**src/sv/cst_pkg.sv**
```systemverilog
// Shared types and constants for the color spot centroid tracker.
`timescale 1ns / 1ps

package cst_pkg;

  // Frame geometry and history ring
  localparam int MaxRows   = 1024;
  localparam int MaxCols   = 1024;
  localparam int HistDepth = 4;
  localparam int FracBits  = 4;

  // Field widths
  localparam int PixW   = 8;
  localparam int ThrW   = 9;
  localparam int RowW   = $clog2(MaxRows);
  localparam int ColW   = $clog2(MaxCols);
  localparam int CountW = 21;
  localparam int SumW   = 30;
  localparam int CoordW = 14;

  // History ring indexing and averaging
  localparam int SlotW  = (HistDepth > 1) ? $clog2(HistDepth) : 1;
  localparam int ValidW = $clog2(HistDepth + 1);
  localparam int AvgW   = CoordW + ValidW;

  // Divider widths: dividend is a sum scaled by the fraction bits
  localparam int DivW    = SumW + FracBits;
  localparam int HiW     = DivW - CoordW;
  localparam int CmpW    = (HiW > CountW) ? HiW : CountW;
  localparam int DivCntW = $clog2(CoordW + 1);

  // Queue between front and back
  localparam int QDepth = 2;
  localparam int QPtrW  = $clog2(QDepth);

  localparam logic signed [ThrW-1:0] ThreshReset = 9'sd80;
  localparam logic [CountW-1:0]      CountMax    = {CountW{1'b1}};

  // Per-frame totals handed from front to back
  typedef struct packed {
    logic [SumW-1:0]   row_sum;
    logic [SumW-1:0]   col_sum;
    logic [CountW-1:0] lit_count;
  } job_t;

  typedef struct packed {
    logic              start;
    logic [DivW-1:0]   dividend;
    logic [CountW-1:0] divisor;
  } div_req_t;

  typedef struct packed {
    logic              done;
    logic [CoordW-1:0] quotient;
  } div_rsp_t;

  typedef enum logic [6:0] {
    ST_IDLE = 7'b0000001,
    ST_ROW  = 7'b0000010,
    ST_COL  = 7'b0000100,
    ST_SUM  = 7'b0001000,
    ST_AST  = 7'b0010000,
    ST_AROW = 7'b0100000,
    ST_ACOL = 7'b1000000
  } back_state_e;

endpackage

```
**src/sv/cst_front.sv**
```systemverilog
// Pixel front end: threshold test, raster counters and per-frame accumulators.
`timescale 1ns / 1ps

module cst_front (
  input  logic                       clk_i,
  input  logic                       rst_ni,
  input  logic                       cfg_we_i,
  input  logic [cst_pkg::ThrW-1:0]   cfg_wdata_i,
  input  logic                       in_valid_i,
  output logic                       in_ready_o,
  input  logic [cst_pkg::PixW-1:0]   a_value_i,
  input  logic [cst_pkg::PixW-1:0]   b_value_i,
  input  logic                       line_end_i,
  input  logic                       frame_end_i,
  input  logic                       q_full_i,
  output logic                       q_push_o,
  output cst_pkg::job_t              q_data_o
);

  logic signed [cst_pkg::ThrW-1:0]   thr_q;
  logic [cst_pkg::RowW-1:0]          row_q, row_d;
  logic [cst_pkg::ColW-1:0]          col_q, col_d;
  logic [cst_pkg::CountW-1:0]        cnt_q, cnt_d, cnt_acc;
  logic [cst_pkg::SumW-1:0]          rsum_q, rsum_d, rsum_acc;
  logic [cst_pkg::SumW-1:0]          csum_q, csum_d, csum_acc;
  logic [cst_pkg::SumW:0]            rs_add, cs_add;
  logic signed [cst_pkg::PixW+1:0]   diff;
  logic signed [cst_pkg::PixW+1:0]   thr_ext;
  logic                              lit, take;

  assign in_ready_o = !q_full_i;
  assign take       = in_valid_i && in_ready_o;

  // Threshold test on b minus a
  assign diff    = $signed({2'b00, b_value_i}) - $signed({2'b00, a_value_i});
  assign thr_ext = (cst_pkg::PixW + 2)'(thr_q);
  assign lit     = (diff >= thr_ext) && (cnt_q != cst_pkg::CountMax);

  // Saturating coordinate sums
  assign rs_add = {1'b0, rsum_q} + (cst_pkg::SumW + 1)'(row_q);
  assign cs_add = {1'b0, csum_q} + (cst_pkg::SumW + 1)'(col_q);

  always_comb begin
    cnt_acc  = cnt_q;
    rsum_acc = rsum_q;
    csum_acc = csum_q;
    if (lit) begin
      cnt_acc  = cnt_q + 1'b1;
      rsum_acc = rs_add[cst_pkg::SumW] ? {cst_pkg::SumW{1'b1}} : rs_add[cst_pkg::SumW-1:0];
      csum_acc = cs_add[cst_pkg::SumW] ? {cst_pkg::SumW{1'b1}} : cs_add[cst_pkg::SumW-1:0];
    end
  end

  // Raster position and frame wrap
  always_comb begin
    row_d  = row_q;
    col_d  = col_q;
    cnt_d  = cnt_acc;
    rsum_d = rsum_acc;
    csum_d = csum_acc;
    if (line_end_i) begin
      col_d = '0;
      if (row_q != cst_pkg::RowW'(cst_pkg::MaxRows - 1)) row_d = row_q + 1'b1;
    end else if (col_q != cst_pkg::ColW'(cst_pkg::MaxCols - 1)) begin
      col_d = col_q + 1'b1;
    end
    if (frame_end_i) begin
      row_d  = '0;
      col_d  = '0;
      cnt_d  = '0;
      rsum_d = '0;
      csum_d = '0;
    end
  end

  assign q_push_o           = take && frame_end_i;
  assign q_data_o.row_sum   = rsum_acc;
  assign q_data_o.col_sum   = csum_acc;
  assign q_data_o.lit_count = cnt_acc;

  always_ff @(posedge clk_i or negedge rst_ni) begin
    if (!rst_ni) begin
      thr_q  <= cst_pkg::ThreshReset;
      row_q  <= '0;
      col_q  <= '0;
      cnt_q  <= '0;
      rsum_q <= '0;
      csum_q <= '0;
    end else begin
      if (cfg_we_i) thr_q <= $signed(cfg_wdata_i);
      if (take) begin
        row_q  <= row_d;
        col_q  <= col_d;
        cnt_q  <= cnt_d;
        rsum_q <= rsum_d;
        csum_q <= csum_d;
      end
    end
  end

endmodule

```
**src/sv/cst_queue.sv**
```systemverilog
// Short job queue between the pixel front end and the frame-end back end.
`timescale 1ns / 1ps

module cst_queue (
  input  logic          clk_i,
  input  logic          rst_ni,
  input  logic          push_i,
  input  cst_pkg::job_t push_data_i,
  input  logic          pop_i,
  output cst_pkg::job_t head_o,
  output logic          full_o,
  output logic          empty_o
);

  cst_pkg::job_t            mem_q [cst_pkg::QDepth];
  logic [cst_pkg::QPtrW-1:0] wr_q, rd_q;
  logic [cst_pkg::QPtrW:0]   cnt_q;

  assign full_o  = (cnt_q == (cst_pkg::QPtrW + 1)'(cst_pkg::QDepth));
  assign empty_o = (cnt_q == '0);
  assign head_o  = mem_q[rd_q];

  // Storage, no reset needed
  always_ff @(posedge clk_i) begin
    if (push_i) mem_q[wr_q] <= push_data_i;
  end

  // Pointers and fill level
  always_ff @(posedge clk_i or negedge rst_ni) begin
    if (!rst_ni) begin
      wr_q  <= '0;
      rd_q  <= '0;
      cnt_q <= '0;
    end else begin
      if (push_i) wr_q <= (wr_q == cst_pkg::QPtrW'(cst_pkg::QDepth - 1)) ? '0 : wr_q + 1'b1;
      if (pop_i)  rd_q <= (rd_q == cst_pkg::QPtrW'(cst_pkg::QDepth - 1)) ? '0 : rd_q + 1'b1;
      if (push_i && !pop_i)      cnt_q <= cnt_q + 1'b1;
      else if (pop_i && !push_i) cnt_q <= cnt_q - 1'b1;
    end
  end

endmodule

```
**src/sv/cst_div.sv**
```systemverilog
// Restoring divider, one quotient bit per cycle, saturating quotient.
`timescale 1ns / 1ps

module cst_div (
  input  logic              clk_i,
  input  logic              rst_ni,
  input  cst_pkg::div_req_t req_i,
  output cst_pkg::div_rsp_t rsp_o
);

  logic                          busy_q, done_q;
  logic [cst_pkg::CountW-1:0]    rem_q, dvs_q;
  logic [cst_pkg::CoordW-1:0]    low_q, quo_q;
  logic [cst_pkg::DivCntW-1:0]   cnt_q;
  logic [cst_pkg::HiW-1:0]       hi;
  logic                          ovf;
  logic [cst_pkg::CountW:0]      trial, trial_sub;
  logic                          fits;

  // Quotient overflows when the upper dividend part already reaches the divisor
  assign hi  = req_i.dividend[cst_pkg::DivW-1:cst_pkg::CoordW];
  assign ovf = cst_pkg::CmpW'(hi) >= cst_pkg::CmpW'(req_i.divisor);

  // One restoring step
  assign trial     = {rem_q, low_q[cst_pkg::CoordW-1]};
  assign fits      = trial >= {1'b0, dvs_q};
  assign trial_sub = trial - {1'b0, dvs_q};

  assign rsp_o.done     = done_q;
  assign rsp_o.quotient = quo_q;

  always_ff @(posedge clk_i or negedge rst_ni) begin
    if (!rst_ni) begin
      busy_q <= 1'b0;
      done_q <= 1'b0;
      cnt_q  <= '0;
    end else begin
      done_q <= 1'b0;
      if (req_i.start && !busy_q) begin
        if (req_i.divisor == '0 || ovf) begin
          done_q <= 1'b1;
        end else begin
          busy_q <= 1'b1;
          cnt_q  <= cst_pkg::DivCntW'(cst_pkg::CoordW);
        end
      end else if (busy_q) begin
        cnt_q <= cnt_q - 1'b1;
        if (cnt_q == cst_pkg::DivCntW'(1)) begin
          busy_q <= 1'b0;
          done_q <= 1'b1;
        end
      end
    end
  end

  // Datapath
  always_ff @(posedge clk_i) begin
    if (req_i.start && !busy_q) begin
      dvs_q <= req_i.divisor;
      rem_q <= cst_pkg::CountW'(hi);
      low_q <= req_i.dividend[cst_pkg::CoordW-1:0];
      if (req_i.divisor == '0) quo_q <= '0;
      else if (ovf)            quo_q <= '1;
      else                     quo_q <= '0;
    end else if (busy_q) begin
      rem_q <= fits ? trial_sub[cst_pkg::CountW-1:0] : trial[cst_pkg::CountW-1:0];
      low_q <= low_q << 1;
      quo_q <= {quo_q[cst_pkg::CoordW-2:0], fits};
    end
  end

endmodule

```
**src/sv/cst_back.sv**
```systemverilog
// Frame-end back end: centroid division, history ring, averaging, output register.
`timescale 1ns / 1ps

module cst_back (
  input  logic                       clk_i,
  input  logic                       rst_ni,
  input  cst_pkg::job_t              head_i,
  input  logic                       empty_i,
  output logic                       pop_o,
  output logic                       out_valid_o,
  input  logic                       out_ready_i,
  output logic [cst_pkg::CoordW-1:0] centroid_row_o,
  output logic [cst_pkg::CoordW-1:0] centroid_col_o,
  output logic                       spot_found_o,
  output logic [cst_pkg::CountW-1:0] frame_lit_pixels_o
);

  cst_pkg::back_state_e         state_q, state_d;
  cst_pkg::job_t                job_q;
  cst_pkg::div_req_t            dreq;
  cst_pkg::div_rsp_t            drsp;
  logic [cst_pkg::CoordW-1:0]   cent_row_q;
  logic [cst_pkg::CoordW-1:0]   hist_row_q [cst_pkg::HistDepth];
  logic [cst_pkg::CoordW-1:0]   hist_col_q [cst_pkg::HistDepth];
  logic [cst_pkg::SlotW-1:0]    slot_q;
  logic [cst_pkg::AvgW-1:0]     sr_q, sc_q, sr_d, sc_d;
  logic [cst_pkg::ValidW-1:0]   nvalid_q, nvalid_d;
  logic [cst_pkg::CoordW-1:0]   avg_row_q;
  logic                         avg_done_q;
  logic                         out_free, hist_we, load_out;
  logic [cst_pkg::CoordW-1:0]   out_row_d, out_col_d;
  logic                         out_found_d;

  cst_div u_div (
    .clk_i  (clk_i),
    .rst_ni (rst_ni),
    .req_i  (dreq),
    .rsp_o  (drsp)
  );

  assign out_free = !out_valid_o || out_ready_i;

  // Sum of history entries with both coordinates above zero
  always_comb begin
    sr_d     = '0;
    sc_d     = '0;
    nvalid_d = '0;
    for (int i = 0; i < cst_pkg::HistDepth; i++) begin
      if (hist_row_q[i] != '0 && hist_col_q[i] != '0) begin
        sr_d     = sr_d + cst_pkg::AvgW'(hist_row_q[i]);
        sc_d     = sc_d + cst_pkg::AvgW'(hist_col_q[i]);
        nvalid_d = nvalid_d + 1'b1;
      end
    end
  end

  // Sequencer: row centroid, column centroid, ring update, averages
  always_comb begin
    state_d       = state_q;
    pop_o         = 1'b0;
    hist_we       = 1'b0;
    load_out      = 1'b0;
    out_row_d     = drsp.quotient;
    out_col_d     = drsp.quotient;
    out_found_d   = 1'b1;
    dreq.start    = 1'b0;
    dreq.dividend = cst_pkg::DivW'(head_i.row_sum) << cst_pkg::FracBits;
    dreq.divisor  = head_i.lit_count;
    case (state_q)
      cst_pkg::ST_IDLE: begin
        if (!empty_i) begin
          pop_o      = 1'b1;
          dreq.start = 1'b1;
          state_d    = cst_pkg::ST_ROW;
        end
      end
      cst_pkg::ST_ROW: begin
        dreq.dividend = cst_pkg::DivW'(job_q.col_sum) << cst_pkg::FracBits;
        dreq.divisor  = job_q.lit_count;
        if (drsp.done) begin
          dreq.start = 1'b1;
          state_d    = cst_pkg::ST_COL;
        end
      end
      cst_pkg::ST_COL: begin
        if (drsp.done) begin
          hist_we = 1'b1;
          state_d = cst_pkg::ST_SUM;
        end
      end
      cst_pkg::ST_SUM: begin
        state_d = cst_pkg::ST_AST;
      end
      cst_pkg::ST_AST: begin
        dreq.dividend = cst_pkg::DivW'(sr_q);
        dreq.divisor  = cst_pkg::CountW'(nvalid_q);
        if (nvalid_q == '0) begin
          out_row_d   = '0;
          out_col_d   = '0;
          out_found_d = 1'b0;
          if (out_free) begin
            load_out = 1'b1;
            state_d  = cst_pkg::ST_IDLE;
          end
        end else begin
          dreq.start = 1'b1;
          state_d    = cst_pkg::ST_AROW;
        end
      end
      cst_pkg::ST_AROW: begin
        dreq.dividend = cst_pkg::DivW'(sc_q);
        dreq.divisor  = cst_pkg::CountW'(nvalid_q);
        if (drsp.done) begin
          dreq.start = 1'b1;
          state_d    = cst_pkg::ST_ACOL;
        end
      end
      cst_pkg::ST_ACOL: begin
        // quotient holds after done until the next job starts
        out_row_d = avg_row_q;
        if ((drsp.done || avg_done_q) && out_free) begin
          load_out = 1'b1;
          state_d  = cst_pkg::ST_IDLE;
        end
      end
      default: begin
        state_d = cst_pkg::ST_IDLE;
      end
    endcase
  end

  // Control state, ring and output register
  always_ff @(posedge clk_i or negedge rst_ni) begin
    if (!rst_ni) begin
      state_q     <= cst_pkg::ST_IDLE;
      slot_q      <= '0;
      out_valid_o <= 1'b0;
      avg_done_q  <= 1'b0;
      for (int i = 0; i < cst_pkg::HistDepth; i++) begin
        hist_row_q[i] <= '0;
        hist_col_q[i] <= '0;
      end
    end else begin
      state_q <= state_d;
      if (hist_we) begin
        hist_row_q[slot_q] <= cent_row_q;
        hist_col_q[slot_q] <= drsp.quotient;
        slot_q <= (slot_q == cst_pkg::SlotW'(cst_pkg::HistDepth - 1)) ? '0 : slot_q + 1'b1;
      end
      // Column average finished while the output register was still busy
      if (load_out) avg_done_q <= 1'b0;
      else if (state_q == cst_pkg::ST_ACOL && drsp.done) avg_done_q <= 1'b1;
      if (load_out)         out_valid_o <= 1'b1;
      else if (out_ready_i) out_valid_o <= 1'b0;
    end
  end

  // Payload registers
  always_ff @(posedge clk_i) begin
    if (pop_o) job_q <= head_i;
    if (state_q == cst_pkg::ST_ROW && drsp.done) cent_row_q <= drsp.quotient;
    if (state_q == cst_pkg::ST_SUM) begin
      sr_q     <= sr_d;
      sc_q     <= sc_d;
      nvalid_q <= nvalid_d;
    end
    if (state_q == cst_pkg::ST_AROW && drsp.done) avg_row_q <= drsp.quotient;
    if (load_out) begin
      centroid_row_o     <= out_row_d;
      centroid_col_o     <= out_col_d;
      spot_found_o       <= out_found_d;
      frame_lit_pixels_o <= job_q.lit_count;
    end
  end

endmodule

```
**src/sv/color_spot_centroid_tracker_top.sv**
```systemverilog
// Top level of the color spot centroid tracker.
//
// Input channel: one Lab pixel (a, b bytes) per item with line_end and
// frame_end marks, raster order. Pixels are taken at one per cycle; the input
// stalls only while both frame-end queue slots are full.
// Output channel: one item per frame end with the averaged centroid of the
// history ring (4 fraction bits), a found flag and the frame's lit count.
// The back end runs four divisions on one shared restoring divider; a
// division ends at once when its quotient is known (zero count or saturation).
// An empty frame with no valid history entry runs only the two centroid
// divisions. The back end serves one frame end at a time and takes no new one
// before it is through with the last; up to two frames wait in the queue.
// cfg_we_i writes the signed lit threshold (b minus a); write it only while
// the block is idle. Reset restores the threshold to 80, clears the raster
// counters, sums, queue and history ring. A stalled output holds its item
// in the output register; the back end then waits, the queue fills and the
// front end stops taking pixels.
`timescale 1ns / 1ps

module color_spot_centroid_tracker_top (
  input  logic                       clk_i,
  input  logic                       rst_ni,
  input  logic                       cfg_we_i,
  input  logic [cst_pkg::ThrW-1:0]   cfg_wdata_i,
  input  logic                       in_valid_i,
  output logic                       in_ready_o,
  input  logic [cst_pkg::PixW-1:0]   a_value_i,
  input  logic [cst_pkg::PixW-1:0]   b_value_i,
  input  logic                       line_end_i,
  input  logic                       frame_end_i,
  output logic                       out_valid_o,
  input  logic                       out_ready_i,
  output logic [cst_pkg::CoordW-1:0] centroid_row_o,
  output logic [cst_pkg::CoordW-1:0] centroid_col_o,
  output logic                       spot_found_o,
  output logic [cst_pkg::CountW-1:0] frame_lit_pixels_o
);

  logic          q_push, q_pop, q_full, q_empty;
  cst_pkg::job_t q_in, q_head;

  cst_front u_front (
    .clk_i       (clk_i),
    .rst_ni      (rst_ni),
    .cfg_we_i    (cfg_we_i),
    .cfg_wdata_i (cfg_wdata_i),
    .in_valid_i  (in_valid_i),
    .in_ready_o  (in_ready_o),
    .a_value_i   (a_value_i),
    .b_value_i   (b_value_i),
    .line_end_i  (line_end_i),
    .frame_end_i (frame_end_i),
    .q_full_i    (q_full),
    .q_push_o    (q_push),
    .q_data_o    (q_in)
  );

  cst_queue u_queue (
    .clk_i       (clk_i),
    .rst_ni      (rst_ni),
    .push_i      (q_push),
    .push_data_i (q_in),
    .pop_i       (q_pop),
    .head_o      (q_head),
    .full_o      (q_full),
    .empty_o     (q_empty)
  );

  cst_back u_back (
    .clk_i              (clk_i),
    .rst_ni             (rst_ni),
    .head_i             (q_head),
    .empty_i            (q_empty),
    .pop_o              (q_pop),
    .out_valid_o        (out_valid_o),
    .out_ready_i        (out_ready_i),
    .centroid_row_o     (centroid_row_o),
    .centroid_col_o     (centroid_col_o),
    .spot_found_o       (spot_found_o),
    .frame_lit_pixels_o (frame_lit_pixels_o)
  );

  // Queue never overflows or underflows
  a_no_overflow: assert property (@(posedge clk_i) disable iff (!rst_ni)
    q_push |-> !q_full)
    else $error("frame job pushed into a full queue");

  a_no_underflow: assert property (@(posedge clk_i) disable iff (!rst_ni)
    q_pop |-> !q_empty)
    else $error("frame job popped from an empty queue");

  // Every accepted frame end hands a job to the back end
  a_frame_job: assert property (@(posedge clk_i) disable iff (!rst_ni)
    (in_valid_i && in_ready_o && frame_end_i) |-> q_push)
    else $error("frame end accepted without a queued job");

  // Not-found results carry zero coordinates
  a_zero_when_lost: assert property (@(posedge clk_i) disable iff (!rst_ni)
    (out_valid_o && !spot_found_o) |-> (centroid_row_o == '0 && centroid_col_o == '0))
    else $error("coordinates nonzero without a found spot");

endmodule
```
**config.mk**
```make
export PLATFORM = sky130hd
export DESIGN_NAME = color_spot_centroid_tracker_top
export DESIGN_NICKNAME = d
export VERILOG_FILES = /design/src/sv/cst_pkg.sv /design/src/sv/cst_front.sv /design/src/sv/cst_queue.sv /design/src/sv/cst_div.sv /design/src/sv/cst_back.sv /design/src/sv/color_spot_centroid_tracker_top.sv
export SDC_FILE = /design/constraint.sdc
export NUM_CORES = 1
export LEC_CHECK = 0
export ABC_AREA = 1
export BUFFER_PORTS_ARGS = -buffer_cell sky130_fd_sc_hd__buf_2
export CELL_PAD_IN_SITES_DETAIL_PLACEMENT = 0
export CELL_PAD_IN_SITES_GLOBAL_PLACEMENT = 1
export CORE_AREA = 10 10 324 326
export CTS_CLUSTER_DIAMETER = 40
export DETAILED_ROUTE_END_ITERATION = 8
export DIE_AREA = 0 0 334 336
export GPL_TIMING_DRIVEN = 0
export PLACE_DENSITY_LB_ADDON = 0.25
export REMOVE_ABC_BUFFERS = 1
export SYNTH_ARGS = -nofsm -noshare
export SYNTH_HDL_FRONTEND = slang
export SYNTH_HIERARCHICAL = 1
export SYNTH_SLANG_ARGS = --single-unit
```
**constraint.sdc**
```tcl
create_clock -name clk_i -period 7 [get_ports clk_i]
set_input_delay 0.7 -clock clk_i [delete_from_list [all_inputs] [get_ports clk_i]]
set_output_delay 0.7 -clock clk_i [all_outputs]
set_load 0.005 [all_outputs]
```
==> impl_metrics.tcl <==
set metrics [dict create \
    outcome "completed" \
    antenna_found_initial 2 \
    worstMarginPinSlew_ns 1.35 \
    cts_buffers 108 \
    yosysWarnings 6 \
    fin_hold_ws_ns 0.0100 \
    diodes 0 \
    hold_viol_final 0 \
    gp_congestion 0.894 \
    drt_drc_violations_left 0 \
    die_y_um 336 \
    synth_cell_types 59 \
    vdd_drop_max_mv 0.190 \
    slowest_delay_ns 0.66 \
    post_drt_wl_per_cell_um 17.6 \
    timing.max_cap.violations 0 \
    layout-drive-gt1-share_pct 11.1 \
    syn_avg_cell_area_sq_um 8.34 \
    cts_resized 0 \
    die_w_um 334 \
    required_ns 7.43 \
    grt-ovfl-total 0 \
    setup_viol 0 \
    cts_hold_buf 0 \
    drtAntennaViolNets 0 \
    root_buffer "clkbuf_16" \
    port_buffers 83 \
    core-area_sq_mm 0.0981 \
    crit_path_start_kind "flip-flop" \
    drv_slew 0 \
    power.density_mw_per_mm2 351 \
    final.setup.worst_slack_ns 0.596 \
    relSlewSlack_pct 10.1 \
    min_period_over_period_pct 91.5 \
    fin_tns_setup_ns 0 \
    grt_start_max_net_pins 89 \
    fmax_mhz 156 \
    crit_path_top_delay_cell "nand3b_1" \
    async_flop_share_pct 37.9 \
    final_common_cell "nand2_1" \
    initial_core_util_pct 39.8 \
    clock_sinks 641 \
    final_cell_mix "nand2_1, inv_1, edfxtp_1, nand3_1, nor2_1" \
    grt_pass1_wl_um 171000 \
    crit_type "flip-flop to flip-flop" \
    clk_pin_slew_worst_paths_ns 0.06 \
    critPathMostFrequentCell "nand2_1" \
    rsz0062_at_grt "false" \
    netlist_area_sq_mm 0.0390 \
    hold_class "input pin to async pin" \
    synth_ff_type "edfxtp_1" \
    cts_tree "built" \
    synth_seq_area_share_pct 46.2 \
    clkLatencyLatePin_ns 0.67 \
    grt_util_all_layers_pct 19.1 \
    power.total_uw 15600 \
    finClkSkew_ns 0.0394 \
    drt-pass1-iter-count 5 \
    synthCells 4681 \
    dp.final_hpwl_um 79400 \
    drt_iter0_drc 2238 \
    routed-via-count 30500 \
    synth_edf_count 397 \
    power.leakage_uw 0.0213 \
    io_pins 84 \
    syn_to_final_growth_pct 14.0 \
    grt_pass1_vias 30100 \
    cp-end-kind "flip-flop" \
    wl_um 108000 \
    vias_per_cell 4.96 \
    cts_buffer_depth 3 \
    min_period_ns 6.40 \
    place_ws_ns -0.348 \
    rows 115 \
    ys_ff_latch 641 \
    nFillCells 9684 \
    dieArea_sq_mm 0.112 \
    crit_arrival_ns 6.83 \
    nets 4996 \
    crit_fanout 11 \
    htreeDepth 3 \
]
-- power by group --
| group | internal, uW | total (uW) | leakage, uW | switching, uW |
|---|---|---|---|---|
| logic | 1720 | 4910 | 0.0125 | 3190 |
| clock network | 3320 | 5320 | 0.00178 | 2000 |
| registers | 4970 | 5360 | 0.00701 | 387 |
-- registers in the layout, summed over array words and instances (netlist names), 14 cells and up --
name                       cells
u_back/job_q                  51
u_back/hist_col_q             56
u_back/centroid_col_o         14
u_back/u_div/low_q            14
u_back/u_div/rem_q            21
u_back/cent_row_q             14
u_back/sr_q                   17
u_back/hist_row_q             56
u_queue/mem_q                162
u_back/u_div/dvs_q            21
u_back/u_div/quo_q            14
u_back/sc_q                   17
u_front/csum_q                30
u_back/avg_row_q              14
u_back/frame_lit_pixels_o     21
u_front/cnt_q                 21
u_back/centroid_row_o         14
u_front/rsum_q                30
-- area by class of cell --
type / count / area [sq um] / area share (%)
Clock buffer: 128 / 2910 / 6.55
Clock inverter: 76 / 801 / 1.80
Inverter: 554 / 2080 / 4.69
Multi-Input combinational cell: 3355 / 18100 / 40.7
Sequential cell: 641 / 18000 / 40.5
Tap cell: 1287 / 1610 / 3.62
Timing Repair Buffer: 115 / 955 / 2.15
-- path summary, 6_finish.rpt --
path                                  startpoint                            end  slack (ns)  depth (start not counted)
min in group clk_i                cfg_wdata_i[2]               u_front/thr_q[2]        0.26                          3
max                        u_back/hist_col_q[55]                u_back/sr_q[16]        0.60                         34
min                                       rst_ni               u_front/thr_q[2]        0.01                          1
max reg2reg                u_back/hist_col_q[55]                u_back/sr_q[16]        0.60                         34
min reg2reg                     u_back/job_q[12]  u_back/frame_lit_pixels_o[12]        0.45                          0
max in group asynchronous                 rst_ni          u_back/hist_row_q[25]        6.00                          2
-- timing repair --
action / in CTS / in global routing
endpoints found under the setup margin: 10 / 18
pin swaps: 1 / 3
setup buffers: 0 / 9
cloned: 2 / 0
endpoints found under the hold margin: 0 / 0
-- layer usage --
metal	GRT usage, %	routed length [um]
met5	0	0
met4	5.40	2440
met3	2.87	4890
met2	31.8	50500
met1	25.6	50300
-- stage by stage --
step,cells,area (sq um),utilization (%)
after floorplan,4548,38100,-
after global placement,5918,40100,40.9
after detailed placement,5940,40700,41.5
after CTS,6146,44400,45.3
after global routing,6156,44500,45.3
final,6156,44500,45.3
-- worst max-delay path, delay by kind of cell (launching register included) --
family / cells / cell delay [ns]
and+or+nand+nor: 27 / 4.50
buffers and inverters: 3 / 0.20
DFF: 1 / 0.39
adders and majority gates: 3 / 1.03
AOI/OAI and AO/OA: 1 / 0.09
-- cells by family (layout without fill, tap and decap cells) --
family          count (synthesis)  in the layout  share of synthesized area [%]
simple gates                 2543           2545                           27.6
mux                            83             83                           3.15
fa+ha+maj                     189            189                           6.25
compound gates                440            440                           6.98
xor+xnor                       98             98                           2.20
flops                         641            641                           46.2
buf+inv                       687            873                           7.64
-- cell usage after synthesis (15+ instances only) --
cell type | number | area share, %
xor2_1 | 40 | 0.90
mux2_4 | 79 | 3.0
a21oi_1 | 119 | 1.5
ha_1 | 179 | 5.7
nand2_1 | 1643 | 16
xnor2_1 | 58 | 1.3
nand3b_1 | 30 | 0.58
a22o_1 | 39 | 0.88
o21ai_1 | 54 | 0.69
o21ai_2 | 76 | 1.7
dfrtp_1 | 240 | 15
nor2_1 | 284 | 2.7
inv_1 | 533 | 5.1
clkbuf_1 | 44 | 0.42
nand3_1 | 342 | 4.4
inv_2 | 15 | 0.14
buf_2 | 42 | 0.54
and2_1 | 56 | 0.90
edfxtp_1 | 397 | 31
buf_6 | 26 | 0.75
nor3_1 | 33 | 0.42
nand4_1 | 94 | 1.5
o21ai_0 | 115 | 1.5
(Power assumes the default switching activity.)
